File: src/rtl/core/scss_pkg.sv
// ----------------------------------------------------------------------------
// Sound channel sample step package.
// Shared widths, codes and the ADPCM tables of the sound channel sample step.
// ----------------------------------------------------------------------------
package scss_pkg;

    localparam int unsigned POSITION_BITS_DEF = 26;
    localparam int unsigned OUT_POS_W         = 26;
    localparam int unsigned SAMPLE_W          = 16;
    localparam int unsigned DATA_W            = 32;
    localparam int unsigned CFG_IDX_W         = 3;
    localparam int unsigned CFG_DATA_W        = 25;
    localparam int unsigned STEP_IDX_W        = 7;
    localparam int unsigned STEP_SIZE_W       = 15;
    localparam int unsigned LOOP_START_W      = 19;
    localparam int unsigned LOOP_LEN_W        = 25;

    // Commands.
    localparam logic CMD_START = 1'b0;
    localparam logic CMD_STEP  = 1'b1;

    // Sample formats.
    localparam logic [1:0] FMT_PCM8  = 2'd0;
    localparam logic [1:0] FMT_PCM16 = 2'd1;
    localparam logic [1:0] FMT_ADPCM = 2'd2;
    localparam logic [1:0] FMT_GEN   = 2'd3;

    // Repeat mode that wraps to the loop start.
    localparam logic [1:0] REPEAT_LOOP = 2'd1;

    // Generator kinds.
    localparam logic [1:0] KIND_SQUARE = 2'd1;
    localparam logic [1:0] KIND_NOISE  = 2'd2;

    // Configuration register indexes.
    localparam logic [CFG_IDX_W-1:0] CFG_SAMPLE_FORMAT = 3'd0;
    localparam logic [CFG_IDX_W-1:0] CFG_REPEAT_MODE   = 3'd1;
    localparam logic [CFG_IDX_W-1:0] CFG_DUTY_LEVEL    = 3'd2;
    localparam logic [CFG_IDX_W-1:0] CFG_CHANNEL_KIND  = 3'd3;
    localparam logic [CFG_IDX_W-1:0] CFG_LOOP_START    = 3'd4;
    localparam logic [CFG_IDX_W-1:0] CFG_LOOP_LENGTH   = 3'd5;

    localparam logic [STEP_IDX_W-1:0] INDEX_MAX = 7'd88;

    localparam logic signed [SAMPLE_W-1:0] SAMPLE_MAX    = 16'sh7FFF;
    localparam logic signed [SAMPLE_W-1:0] SAMPLE_MIN    = 16'sh8000;
    localparam logic signed [SAMPLE_W-1:0] SAMPLE_NEG_SAT = 16'sh8001;

    localparam logic [15:0] NOISE_TAPS      = 16'h6000;
    localparam logic [15:0] GEN_START_POS   = 16'h7FFF;
    localparam logic [15:0] ADPCM_START_POS = 16'h0008;

    typedef logic [STEP_SIZE_W-1:0] t_step_size;

    function automatic t_step_size step_size(input logic [STEP_IDX_W-1:0] idx);
        t_step_size s;
        case (idx)
            7'd0:  s = 15'h0007;  7'd1:  s = 15'h0008;  7'd2:  s = 15'h0009;
            7'd3:  s = 15'h000A;  7'd4:  s = 15'h000B;  7'd5:  s = 15'h000C;
            7'd6:  s = 15'h000D;  7'd7:  s = 15'h000E;  7'd8:  s = 15'h0010;
            7'd9:  s = 15'h0011;  7'd10: s = 15'h0013;  7'd11: s = 15'h0015;
            7'd12: s = 15'h0017;  7'd13: s = 15'h0019;  7'd14: s = 15'h001C;
            7'd15: s = 15'h001F;  7'd16: s = 15'h0022;  7'd17: s = 15'h0025;
            7'd18: s = 15'h0029;  7'd19: s = 15'h002D;  7'd20: s = 15'h0032;
            7'd21: s = 15'h0037;  7'd22: s = 15'h003C;  7'd23: s = 15'h0042;
            7'd24: s = 15'h0049;  7'd25: s = 15'h0050;  7'd26: s = 15'h0058;
            7'd27: s = 15'h0061;  7'd28: s = 15'h006B;  7'd29: s = 15'h0076;
            7'd30: s = 15'h0082;  7'd31: s = 15'h008F;  7'd32: s = 15'h009D;
            7'd33: s = 15'h00AD;  7'd34: s = 15'h00BE;  7'd35: s = 15'h00D1;
            7'd36: s = 15'h00E6;  7'd37: s = 15'h00FD;  7'd38: s = 15'h0117;
            7'd39: s = 15'h0133;  7'd40: s = 15'h0151;  7'd41: s = 15'h0173;
            7'd42: s = 15'h0198;  7'd43: s = 15'h01C1;  7'd44: s = 15'h01EE;
            7'd45: s = 15'h0220;  7'd46: s = 15'h0256;  7'd47: s = 15'h0292;
            7'd48: s = 15'h02D4;  7'd49: s = 15'h031C;  7'd50: s = 15'h036C;
            7'd51: s = 15'h03C3;  7'd52: s = 15'h0424;  7'd53: s = 15'h048E;
            7'd54: s = 15'h0502;  7'd55: s = 15'h0583;  7'd56: s = 15'h0610;
            7'd57: s = 15'h06AB;  7'd58: s = 15'h0756;  7'd59: s = 15'h0812;
            7'd60: s = 15'h08E0;  7'd61: s = 15'h09C3;  7'd62: s = 15'h0ABD;
            7'd63: s = 15'h0BD0;  7'd64: s = 15'h0CFF;  7'd65: s = 15'h0E4C;
            7'd66: s = 15'h0FBA;  7'd67: s = 15'h114C;  7'd68: s = 15'h1307;
            7'd69: s = 15'h14EE;  7'd70: s = 15'h1706;  7'd71: s = 15'h1954;
            7'd72: s = 15'h1BDC;  7'd73: s = 15'h1EA5;  7'd74: s = 15'h21B6;
            7'd75: s = 15'h2515;  7'd76: s = 15'h28CA;  7'd77: s = 15'h2CDF;
            7'd78: s = 15'h315B;  7'd79: s = 15'h364B;  7'd80: s = 15'h3BB9;
            7'd81: s = 15'h41B2;  7'd82: s = 15'h4844;  7'd83: s = 15'h4F7E;
            7'd84: s = 15'h5771;  7'd85: s = 15'h602F;  7'd86: s = 15'h69CE;
            7'd87: s = 15'h7462;
            default: s = 15'h7FFF;
        endcase
        return s;
    endfunction

    function automatic logic signed [4:0] index_adjust(input logic [2:0] code);
        logic signed [4:0] a;
        case (code)
            3'd4:    a = 5'sd2;
            3'd5:    a = 5'sd4;
            3'd6:    a = 5'sd6;
            3'd7:    a = 5'sd8;
            default: a = -5'sd1;
        endcase
        return a;
    endfunction

endpackage

File: src/rtl/core/sound_channel_sample_step.sv
// ----------------------------------------------------------------------------
// Sound channel sample step.
// One sound channel: start and step words drive PCM8, PCM16, IMA ADPCM,
// square and noise sample generation with loop or stop at the end of data.
// ----------------------------------------------------------------------------
//   Channel   Handshake                  Payload
//   input     i_in_valid / o_in_ready    i_cmd, i_data
//   output    o_out_valid / i_out_ready  o_sample, o_next_position,
//                                        o_active, o_looped
//   config    i_cfg_we                   i_cfg_index, i_cfg_data
//
// A word and its result are each registered; one word is taken every cycle
// unless stalled. The single pass from the input register through the ADPCM
// step table and the saturating adds to the result register sets the clock.
// Reset clears all configuration, channel state and both valid bits. A
// stalled result holds while one more word waits in the input register.
// ----------------------------------------------------------------------------
module sound_channel_sample_step #(
    parameter int unsigned POSITION_BITS = scss_pkg::POSITION_BITS_DEF
) (
    input  logic                              i_clk,
    input  logic                              i_rst_n,
    input  logic                              i_in_valid,
    output logic                              o_in_ready,
    input  logic                              i_cmd,
    input  logic [scss_pkg::DATA_W-1:0]       i_data,
    output logic                              o_out_valid,
    input  logic                              i_out_ready,
    output logic signed [scss_pkg::SAMPLE_W-1:0] o_sample,
    output logic [scss_pkg::OUT_POS_W-1:0]    o_next_position,
    output logic                              o_active,
    output logic                              o_looped,
    input  logic                              i_cfg_we,
    input  logic [scss_pkg::CFG_IDX_W-1:0]    i_cfg_index,
    input  logic [scss_pkg::CFG_DATA_W-1:0]   i_cfg_data
);

    localparam int unsigned PW = POSITION_BITS;
    localparam int unsigned CW = (PW > scss_pkg::OUT_POS_W) ? PW : scss_pkg::OUT_POS_W;
    localparam int unsigned SW = scss_pkg::SAMPLE_W;
    localparam int unsigned XW = scss_pkg::STEP_IDX_W;

    logic [1:0]                           r_sample_format;
    logic [1:0]                           r_repeat_mode;
    logic [2:0]                           r_duty_level;
    logic [1:0]                           r_channel_kind;
    logic [scss_pkg::LOOP_START_W-1:0]    r_loop_start;
    logic [scss_pkg::LOOP_LEN_W-1:0]      r_loop_length;

    logic signed [SW-1:0] r_cur_sample, n_cur_sample;
    logic [XW-1:0]        r_step_index, n_step_index;
    logic [XW-1:0]        r_loop_step_index, n_loop_step_index;
    logic signed [SW-1:0] r_loop_sample, n_loop_sample;
    logic [PW-1:0]        r_position, n_position;
    logic                 r_running, n_running;
    logic                 n_looped;

    logic                            r_in_valid;
    logic                            r_cmd;
    logic [scss_pkg::DATA_W-1:0]     r_data;
    logic                            r_out_valid;
    logic signed [SW-1:0]            r_out_sample;
    logic [scss_pkg::OUT_POS_W-1:0]  r_out_position;
    logic                            r_out_active;
    logic                            r_out_looped;

    logic out_free;
    logic advance;

    logic [XW-1:0]           adp_idx;
    scss_pkg::t_step_size    adp_step;
    logic [3:0]              adp_code;
    logic [16:0]             adp_diff;
    logic signed [17:0]      adp_cur_ext;
    logic signed [17:0]      adp_sum;
    logic signed [SW-1:0]    adp_sample;
    logic signed [4:0]       adp_adjust;
    logic signed [7:0]       adp_idx_sum;
    logic [XW-1:0]           adp_new_idx;
    logic [XW-1:0]           hdr_idx;
    logic [2:0]              sq_pos;
    logic [PW-1:0]           noise_shift;
    logic [CW-1:0]           loop_start_ext;
    logic [CW-1:0]           end_pos;
    logic [CW-1:0]           n_position_ext;
    logic [CW-1:0]           out_position_ext;
    logic                    at_loop_start;
    logic                    data_step;

    // Handshake between the input register and the result register.
    assign out_free   = !r_out_valid || i_out_ready;
    assign advance    = r_in_valid && out_free;
    assign o_in_ready = !r_in_valid || out_free;

    // ADPCM decode of one nibble.
    assign adp_idx     = (r_step_index > scss_pkg::INDEX_MAX) ? scss_pkg::INDEX_MAX
                                                              : r_step_index;
    assign adp_step    = scss_pkg::step_size(adp_idx);
    assign adp_code    = r_position[0] ? r_data[7:4] : r_data[3:0];
    assign adp_diff    = 17'(adp_step >> 3)
                       + (adp_code[0] ? 17'(adp_step >> 2) : 17'd0)
                       + (adp_code[1] ? 17'(adp_step >> 1) : 17'd0)
                       + (adp_code[2] ? 17'(adp_step)      : 17'd0);
    assign adp_cur_ext = {{2{r_cur_sample[SW-1]}}, r_cur_sample};
    assign adp_sum     = adp_code[3] ? adp_cur_ext - $signed({1'b0, adp_diff})
                                     : adp_cur_ext + $signed({1'b0, adp_diff});

    always_comb begin
        if (adp_code[3]) begin
            adp_sample = (adp_sum < -18'sd32767) ? scss_pkg::SAMPLE_NEG_SAT
                                                 : adp_sum[SW-1:0];
        end else begin
            adp_sample = (adp_sum > 18'sd32767) ? scss_pkg::SAMPLE_MAX
                                                : adp_sum[SW-1:0];
        end
    end

    assign adp_adjust  = scss_pkg::index_adjust(adp_code[2:0]);
    assign adp_idx_sum = $signed({1'b0, adp_idx})
                       + {{3{adp_adjust[4]}}, adp_adjust};

    always_comb begin
        if (adp_idx_sum < 8'sd0) begin
            adp_new_idx = '0;
        end else if (adp_idx_sum > $signed({1'b0, scss_pkg::INDEX_MAX})) begin
            adp_new_idx = scss_pkg::INDEX_MAX;
        end else begin
            adp_new_idx = adp_idx_sum[XW-1:0];
        end
    end

    assign hdr_idx = (r_data[22:16] > scss_pkg::INDEX_MAX) ? scss_pkg::INDEX_MAX
                                                           : r_data[22:16];

    assign sq_pos           = r_position[2:0] + 3'd1;
    assign noise_shift      = r_position >> 1;
    assign loop_start_ext   = CW'(r_loop_start);
    assign end_pos          = loop_start_ext + CW'(r_loop_length);
    assign at_loop_start    = (CW'(r_position) == loop_start_ext);
    assign out_position_ext = CW'(n_position);

    always_comb begin
        n_cur_sample      = r_cur_sample;
        n_step_index      = r_step_index;
        n_loop_step_index = r_loop_step_index;
        n_loop_sample     = r_loop_sample;
        n_position        = r_position;
        n_running         = r_running;
        n_looped          = 1'b0;
        data_step         = 1'b0;
        n_position_ext    = '0;

        if (r_cmd == scss_pkg::CMD_START) begin
            case (r_sample_format)
                scss_pkg::FMT_ADPCM: begin
                    n_cur_sample = r_data[SW-1:0];
                    n_step_index = hdr_idx;
                    n_position   = PW'(scss_pkg::ADPCM_START_POS);
                end
                scss_pkg::FMT_GEN: begin
                    n_cur_sample = '0;
                    n_position   = PW'(scss_pkg::GEN_START_POS);
                end
                default: begin
                    n_cur_sample = '0;
                    n_position   = '0;
                end
            endcase
            n_running = 1'b1;
        end else if (r_running) begin
            case (r_sample_format)
                scss_pkg::FMT_PCM8: begin
                    data_step    = 1'b1;
                    n_cur_sample = {r_data[7:0], 8'h00};
                    n_position   = r_position + PW'(2);
                end
                scss_pkg::FMT_PCM16: begin
                    data_step    = 1'b1;
                    n_cur_sample = r_data[SW-1:0];
                    n_position   = r_position + PW'(4);
                end
                scss_pkg::FMT_ADPCM: begin
                    data_step = 1'b1;
                    if (at_loop_start) begin
                        n_loop_step_index = adp_idx;
                        n_loop_sample     = r_cur_sample;
                    end
                    n_cur_sample = adp_sample;
                    n_step_index = adp_new_idx;
                    n_position   = r_position + PW'(1);
                end
                default: begin
                    if (r_channel_kind == scss_pkg::KIND_SQUARE) begin
                        n_position   = PW'(sq_pos);
                        n_cur_sample = (sq_pos < r_duty_level) ? scss_pkg::SAMPLE_MIN
                                                               : scss_pkg::SAMPLE_MAX;
                    end else if (r_channel_kind == scss_pkg::KIND_NOISE) begin
                        if (r_position[0]) begin
                            n_position   = noise_shift ^ PW'(scss_pkg::NOISE_TAPS);
                            n_cur_sample = scss_pkg::SAMPLE_MIN;
                        end else begin
                            n_position   = noise_shift;
                            n_cur_sample = scss_pkg::SAMPLE_MAX;
                        end
                    end
                end
            endcase

            n_position_ext = CW'(n_position);
            if (data_step && (n_position_ext >= end_pos)) begin
                if (r_repeat_mode == scss_pkg::REPEAT_LOOP) begin
                    n_position = loop_start_ext[PW-1:0];
                    if (r_sample_format == scss_pkg::FMT_ADPCM) begin
                        n_step_index = (n_loop_step_index > scss_pkg::INDEX_MAX)
                                     ? scss_pkg::INDEX_MAX : n_loop_step_index;
                        n_cur_sample = n_loop_sample;
                    end
                    n_looped = 1'b1;
                end else begin
                    n_running = 1'b0;
                end
            end
        end
    end

    always_ff @(posedge i_clk) begin
        if (!i_rst_n) begin
            r_sample_format <= '0;
            r_repeat_mode   <= '0;
            r_duty_level    <= '0;
            r_channel_kind  <= '0;
            r_loop_start    <= '0;
            r_loop_length   <= '0;
        end else if (i_cfg_we) begin
            case (i_cfg_index)
                scss_pkg::CFG_SAMPLE_FORMAT: r_sample_format <= i_cfg_data[1:0];
                scss_pkg::CFG_REPEAT_MODE:   r_repeat_mode   <= i_cfg_data[1:0];
                scss_pkg::CFG_DUTY_LEVEL:    r_duty_level    <= i_cfg_data[2:0];
                scss_pkg::CFG_CHANNEL_KIND:  r_channel_kind  <= i_cfg_data[1:0];
                scss_pkg::CFG_LOOP_START:
                    r_loop_start <= i_cfg_data[scss_pkg::LOOP_START_W-1:0];
                scss_pkg::CFG_LOOP_LENGTH:
                    r_loop_length <= i_cfg_data[scss_pkg::LOOP_LEN_W-1:0];
                default: begin
                end
            endcase
        end
    end

    always_ff @(posedge i_clk) begin
        if (!i_rst_n) begin
            r_in_valid <= 1'b0;
        end else if (o_in_ready) begin
            r_in_valid <= i_in_valid;
        end
    end

    always_ff @(posedge i_clk) begin
        if (i_in_valid && o_in_ready) begin
            r_cmd  <= i_cmd;
            r_data <= i_data;
        end
    end

    always_ff @(posedge i_clk) begin
        if (!i_rst_n) begin
            r_cur_sample      <= '0;
            r_step_index      <= '0;
            r_loop_step_index <= '0;
            r_loop_sample     <= '0;
            r_position        <= '0;
            r_running         <= 1'b0;
            r_out_valid       <= 1'b0;
        end else begin
            if (out_free) begin
                r_out_valid <= r_in_valid;
            end
            if (advance) begin
                r_cur_sample      <= n_cur_sample;
                r_step_index      <= n_step_index;
                r_loop_step_index <= n_loop_step_index;
                r_loop_sample     <= n_loop_sample;
                r_position        <= n_position;
                r_running         <= n_running;
            end
        end
    end

    always_ff @(posedge i_clk) begin
        if (advance) begin
            r_out_sample   <= n_cur_sample;
            r_out_position <= out_position_ext[scss_pkg::OUT_POS_W-1:0];
            r_out_active   <= n_running;
            r_out_looped   <= n_looped;
        end
    end

    assign o_out_valid     = r_out_valid;
    assign o_sample        = r_out_sample;
    assign o_next_position = r_out_position;
    assign o_active        = r_out_active;
    assign o_looped        = r_out_looped;

endmodule

File: config.mk
export PLATFORM = sky130hd
export DESIGN_NAME = sound_channel_sample_step
export DESIGN_NICKNAME = d
export VERILOG_FILES = /design/src/rtl/core/scss_pkg.sv /design/src/rtl/core/sound_channel_sample_step.sv
export SDC_FILE = /design/constraint.sdc
export NUM_CORES = 1
export LEC_CHECK = 0
export BUFFER_PORTS_ARGS = -buffer_cell sky130_fd_sc_hd__buf_2
export CAP_MARGIN = 40
export CORE_MARGIN = 2
export CORE_UTILIZATION = 25
export DETAILED_ROUTE_END_ITERATION = 12
export GPL_ROUTABILITY_DRIVEN = 0
export SLEW_MARGIN = 20
export SYNTH_ARGS = -nofsm -noshare
export SYNTH_HDL_FRONTEND = slang
export SYNTH_SLANG_ARGS = --single-unit
export TNS_END_PERCENT = 30
File: constraint.sdc
create_clock -name i_clk -period 10.11 [get_ports i_clk]
set_input_delay 0 -clock i_clk [delete_from_list [all_inputs] [get_ports i_clk]]
set_output_delay 0 -clock i_clk [all_outputs]
set_load 0.005 [all_outputs]
# Yosys cells after proc, flatten, opt, wreduce, memory -nomap -nowiden

Memories as Yosys holds them, arrays and structs flattened.
Cells that the tools add are included.
W data, S select, Z words.

Add/subtract/negate cells: 11
$mul: 0
Divide/modulo/power cells: 0
Magnitude comparators: 9
Equal/unequal tests: 17
Shifts and indexed selects: 0
Mux-type cells: 56
Bitwise gates (word level): 1
Reductions and logical operators: 20

Operators by type and width:

| cell                    | number |
|---|---|
| $mux W16                | 15 |
| $mux W26                | 8 |
| $mux W7                 | 16 |
| $pmux W26 S3            | 1 |
| $pmux W16 S3            | 1 |
| $mux W15                | 2 |
| $pmux W15 S2            | 1 |
| $add A19 B25 Y26        | 1 |
| $add A26 B1 Y26 const B | 1 |
| $add A26 B2 Y26 const B | 1 |
| $add A26 B3 Y26 const B | 1 |
| $eq A26 B19 Y1          | 1 |
| $ge A26 B26 Y1          | 1 |
| $gt A7 B7 Y1 const B    | 3 |
| $pmux W5 S4             | 1 |
| $add A16 B17 Y18        | 1 |
| $eq A3 B3 Y1 const B    | 6 |
| $gt A18 B16 Y1 const B  | 1 |
| $lt A18 B16 Y1 const B  | 1 |
| $mux W18                | 1 |
| $sub A16 B17 Y18        | 1 |
| $add A15 B15 Y16        | 1 |
| $add A14 B14 Y15        | 1 |
| $add A12 B13 Y14        | 1 |
| 24 further kinds        | 46 |

Bits in registers: 196
Latch bits: 0
Bits in writable memories: 0
Bits in read-only memories: 1920
Input port bits: 66
Output and inout port bits: 46
Logic and storage cells: 135
Memories: 1

Memories:

| name             | words | bits a word | read ports | clocked after Yosys merged registers in | write ports | RTL line       | RTL |
|---|---|---|---|---|---|---|---|
| (name not given) | 128   | 15          | 1          | 0                                       | 0           | scss_pkg.sv:57 | `case (idx)` |

# Depth between registers and ports, before layout

An unclocked memory read counts as a cell.

Word-level depth: 18
Gate-level depth with buffers: 45
Gate-level depth less buffers: 41

# Least setup slack after synthesis

No wires, ideal clock.

Path type: reg-to-reg
Start: reg r_step_index[1]
End: reg r_out_sample[6], in the netlist o_sample[6] (data pin)
Library setup time: 255 ps
Arrival: 9237 ps
Data required time: 9855 ps
Slack: 618 ps
Stages on the path, launching flop included: 44
Path buffers: 3
Period minus slack after synthesis: 9492 ps
Cells stage by stage: dfxtp_1 -> clkbuf_1 -> o311a_1 -> o21ai_1 -> clkbuf_1 -> and2_1 -> inv_1 -> ha_1 -> nor2b_1 -> a21oi_1 -> nor2_1 -> or3_1 -> a21oi_1 -> a211oi_1 -> a21oi_1 -> nor2b_1 -> fa_1 -> inv_1 -> [8 not listed] -> or3_1 -> nor2_1 -> nand2_1 -> nor3_1 -> or3b_2 -> nand2_1 -> xor2_1 -> ha_1 -> and2_1 -> a221o_1 -> a221oi_2 -> nor4b_1 -> or3_1 -> o41ai_4 -> buf_6 -> o31ai_1 -> a21oi_2 -> nor2b_1

Longest elaborated chain between the ends: 18
Elaborated cells on any way between the ends: 23
Those cells by class: add/sub: 5; order compare: 3; mux: 14; memory: 1

Ends and longest elaborated chain:

| item                                                 | RTL line                                                           | RTL |
|---|---|---|
| start, declared                                      | sound_channel_sample_step.sv:51                                    | `logic [XW-1:0] r_step_index, n_step_index;` |
| start signal, assigned                               | sound_channel_sample_step.sv:280                                   | `r_step_index <= n_step_index;` |
| $gt A7 B7 Y1                                         | sound_channel_sample_step.sv:96                                    | `assign adp_idx = (r_step_index > scss_pkg::INDEX_MAX) ? scss_pkg::INDEX_MAX` |
| $mux W7 *                                            | sound_channel_sample_step.sv:96                                    |  |
| $mem_v2 Z128 W15 *                                   | n/a                                                                |  |
| $mux W13                                             | sound_channel_sample_step.sv:101                                   | `+ (adp_code[0] ? 17'(adp_step >> 2) : 17'd0)` |
| $add A12 B13 Y14                                     | sound_channel_sample_step.sv:101                                   |  |
| $add A14 B14 Y15                                     | sound_channel_sample_step.sv:102                                   | `+ (adp_code[1] ? 17'(adp_step >> 1) : 17'd0)` |
| $add A15 B15 Y16 *                                   | sound_channel_sample_step.sv:103                                   | `+ (adp_code[2] ? 17'(adp_step) : 17'd0);` |
| $add A16 B17 Y18 or $sub A16 B17 Y18 (tied branches) | sound_channel_sample_step.sv:106, sound_channel_sample_step.sv:105 |  |
| [3 not listed]                                       | n/a                                                                |  |
| $mux W16 *                                           | sound_channel_sample_step.sv:109                                   | `if (adp_code[3]) begin` |
| $pmux W16 S3 *                                       | sound_channel_sample_step.sv:171                                   | `case (r_sample_format)` |
| $mux W16                                             | sound_channel_sample_step.sv:213                                   | `if (r_sample_format == scss_pkg::FMT_ADPCM) begin` |
| $mux W16                                             | sound_channel_sample_step.sv:211                                   | `if (r_repeat_mode == scss_pkg::REPEAT_LOOP) begin` |
| $mux W16 *                                           | sound_channel_sample_step.sv:210                                   | `if (data_step && (n_position_ext >= end_pos)) begin` |
| $mux W16 *                                           | sound_channel_sample_step.sv:170                                   | `end else if (r_running) begin` |
| $mux W16 *                                           | sound_channel_sample_step.sv:153                                   | `if (r_cmd == scss_pkg::CMD_START) begin` |
| named net n_cur_sample[6]                            | sound_channel_sample_step.sv:50                                    | `logic signed [SW-1:0] r_cur_sample, n_cur_sample;` |
| end signal, assigned                                 | sound_channel_sample_step.sv:291                                   | `r_out_sample <= n_cur_sample;` |
| end, declared                                        | sound_channel_sample_step.sv:62                                    | `logic signed [SW-1:0] r_out_sample;` |

Mark *: on every way through the listed nets, which the timed path passes. The rest lies on a longest branch.
A chain may end at the register's enable or synchronous reset.

# Worst setup path in the final report

Start: reg r_step_index[0]
End: reg r_cur_sample[14]

Longest elaborated chain between the ends: 18
Elaborated cells on any way between the ends: 23
Those cells by class: add/sub: 5; order compare: 3; mux: 14; memory: 1

Ends and longest elaborated chain:

| item                                                 | RTL line                                                           | RTL |
|---|---|---|
| $gt A7 B7 Y1                                         | sound_channel_sample_step.sv:96                                    |  |
| $mux W7 *                                            | sound_channel_sample_step.sv:96                                    |  |
| $mem_v2 Z128 W15 *                                   | n/a                                                                |  |
| $mux W13                                             | sound_channel_sample_step.sv:101                                   |  |
| $add A12 B13 Y14                                     | sound_channel_sample_step.sv:101                                   |  |
| $add A14 B14 Y15                                     | sound_channel_sample_step.sv:102                                   |  |
| $add A15 B15 Y16 *                                   | sound_channel_sample_step.sv:103                                   |  |
| $add A16 B17 Y18 or $sub A16 B17 Y18 (tied branches) | sound_channel_sample_step.sv:106, sound_channel_sample_step.sv:105 |  |
| [2 not listed]                                       | n/a                                                                |  |
| $mux W16 (on tied branches)                          | sound_channel_sample_step.sv:113, sound_channel_sample_step.sv:110 |  |
| $mux W16 *                                           | sound_channel_sample_step.sv:109                                   |  |
| $pmux W16 S3 *                                       | sound_channel_sample_step.sv:171                                   |  |
| $mux W16                                             | sound_channel_sample_step.sv:213                                   |  |
| $mux W16                                             | sound_channel_sample_step.sv:211                                   |  |
| $mux W16 *                                           | sound_channel_sample_step.sv:210                                   |  |
| $mux W16 *                                           | sound_channel_sample_step.sv:170                                   |  |
| $mux W16 *                                           | sound_channel_sample_step.sv:153                                   |  |
| end signal, assigned                                 | sound_channel_sample_step.sv:279                                   | `r_cur_sample <= n_cur_sample;` |
| end, declared                                        | sound_channel_sample_step.sv:50                                    |  |

Mark *: on every way between the ends. The rest lies on a longest branch, timed or not.

==> results.cfg <==
[outcome]
outcome = finished, final reports clean

[job]
maxCapViolations = 0

[sta]
worst_slack_ns = 0.514
tightest_slew_ns = 0.917
relSlewSlack_pct = 38.1
hold_viol = 0
setup_viol = 0
clock.fmax_mhz = 104
fin_skew_ns = 0.0201
post-route-period-util_pct = 94.9
drv_slew = 0
min_period_ns = 9.60

[drt]
viasPerCell = 5.43
drt_first_pass_iters = 6
drc = 0
drt_iter0_drc = 2051
routedWlPerCell_um = 18.8
routed_wl_um = 64400
vias = 18600
ant_nets = 0

[critical_path]
worstPathRequired_ns = 10.52
r2r_slack_ns = 0.51
critPathTopFamily = compound AO/OA/AOI/OAI gates
path_common_cell = inv_1
max_stage_delay_ns = 0.51
endpoint_kind = flip-flop
r2r_end = r_cur_sample[14]
r2r_start = r_step_index[0]
crit_path_max_fanout = 11
crit_arrival_ns = 10.01
critPathKind = flip-flop to flip-flop
r2r_cells = 40
critPathBufInv = 6
cp_slowest_cell = a2111oi_0
crit_path_start_kind = flip-flop

[yosys]
synthArstFlopShare_pct = 0
synth_edf_count = 68
synth_flop_cell = dfxtp_1
synthDistinctLibCells = 91
synth_common_cells = nand2_1 (349), nor2_1 (193), a21oi_1 (166), clkbuf_1 (166), o21ai_0 (154)
synth_area_per_cell_sq_um = 7.61
synth_cells = 2389
yosysWarnings = 0
synth_nets = 2589
synth_top_cell_by_area = dfxtp_1
synth_top_area_share_pct = 14.1
yosysMostFrequentCell = nand2_1
ys_ff_latch = 196
syn_area_sq_um = 18200
seq_area_frac_synth_pct = 25.3
synth_area_leaders = dfxtp_1 (14%), edfxtp_1 (11%), ha_1 (7.3%)

[clock_network]
clkTransAtPathRegs_ns = 0.08
cts_buffers = 17
insertion_delay_ns = 0.51
htreeDepth = 4
cts.sinks = 196
clk_path_buf_depth = 2
cts-root-buf = clkbuf_16
cts_tree = yes

[min_path]
hp-start = i_cfg_index[2]
holdPathEnd = r_channel_kind[0]
holdPathStages = 4
hold_class = primary input to flip-flop

[placed_design]
dpl_worst_slack_ns = 0.159
port_buffers = 102
placed_cell_area_sq_um = 19800
dp_hpwl_um = 46100

[power_and_ir_drop]
power.density_nw_per_um2 = 109
leakagePower_uw = 0.00813
vdd_drop_max_v = 0.000137

[global_route]
grt_overflow = 0
antenna_found_initial = 2
grt_max_degree = 71
grt_pass1_wl_um = 100000
grt_use_total_pct = 16.9
grt_pass1_vias = 17200

[finish]
area_growth_pct = 16.0
final_area_sq_um = 21100
drive_gt1_share_pct = 12.3
finish.utilization_pct = 29.4
fin_nets = 2666

[floorplan]
die-area_sq_um = 74900
die_x_um = 274
initial_core_util_pct = 25.3
coreArea_sq_um = 71700
ios = 112
rows = 98
die_h_um = 274
-- state kept, by name, indices dropped and copies added (netlist names) --
register,cells
o_looped,1
r_position,26
r_duty_level,3
r_loop_step_index,7
r_loop_sample,16
o_active,1
o_next_position,26
r_cmd,1
r_in_valid,1
r_data,23
r_step_index,7
o_out_valid,1
r_running,1
r_repeat_mode,2
r_cur_sample,16
r_sample_format,2
r_loop_length,25
r_loop_start,19
r_channel_kind,2
o_sample,16
-- placed cells by master (no fill, tap or decap), types with 57 or more instances in the layout --
master         Yosys  layout
a21oi_1          166     165
ha_1             106     103
nand2_1          349     348
dlygate4sd3_1      0      57
inv_1             82      81
buf_2              5     104
dfxtp_1          128     125
nand3_1           61      61
nor2_1           193     192
buf_4              1      76
edfxtp_1          68      68
o21ai_0          154     153
-- cell type report --
class	instances	area, sq um
diodes	1	2.50
repair buffers	245	1780
fillers	7689	50700
inverters	85	322
clock buffers	17	425
well taps	950	1190
flip-flops and latches	196	4610
clock inverters	15	150
multi-input cells	1921	12600
-- worst min-delay path: cells and delay by family --
kind                   cells  cell delay [ns]
buffers and inverters      1             0.09
and+or+nand+nor            2             0.29
muxes                      1             0.10
-- per-stage QoR --
step | instances | hold slack, ns | setup TNS, ns | total power (uW)
final | 3430 | 0.0314 | 0 | 2290
after global routing | 3429 | 0.0514 | -0.00542 | 2400
after CTS | 3416 | 0.0177 | 0 | 2280
after detailed placement | 3327 | 0.178 | 0 | 1550
after global placement | 3323 | 0.178 | 0 | 1550
after floorplan | 2389 | 0.0989 | 0 | 1350
-- cells by family (layout without fill, tap and decap cells) --
group / Yosys count / in the layout / share of synthesized area, %
buffers and inverters: 272 / 362 / 5.72
xor gates and xnor gates: 88 / 88 / 4.24
and+or+nand+nor: 880 / 880 / 22.8
muxes: 45 / 45 / 2.53
DFF: 196 / 196 / 25.3
other: 0 / 1 / 0
AOI/OAI and AO/OA: 774 / 774 / 28.9
adders and majority gates: 134 / 134 / 10.4
-- worst max-delay path by stage --
stage / start / endpoint / cells after the start
2_1_floorplan: r_step_index[1] / o_sample[6] / 43
3_3_place_gp: r_step_index[0] / o_sample[12] / 41
3_5_place_dp: r_step_index[0] / r_cur_sample[14] / 40
4_1_cts: r_step_index[0] / r_cur_sample[14] / 40
5_1_grt: r_step_index[0] / r_cur_sample[14] / 40
6_report: r_step_index[0] / r_cur_sample[14] / 40
-- timing repair --
item                       in CTS  in global routing
hold endpoints to repair       84                  0
resized for setup               0                 16
setup buffers                   0                  7
setup endpoints to repair       0                 32
hold buffers                   57                  0
-- report_power, final --
part / internal (uW) / total, uW / switching (uW)
registers: 843 / 881 / 38.1
logic: 280 / 700 / 420
clock network: 346 / 710 / 364
-- metal layers --
metal  track usage (%)  up-vias  routed length (um)
li1                  -     8865                   -
met1              23.1     8700               28700
met2              26.5      925               28600
met3              2.82      132                5060
met4              6.28        2                1950
met5                 0        -                   7
Power figures use the tool's default switching activity.
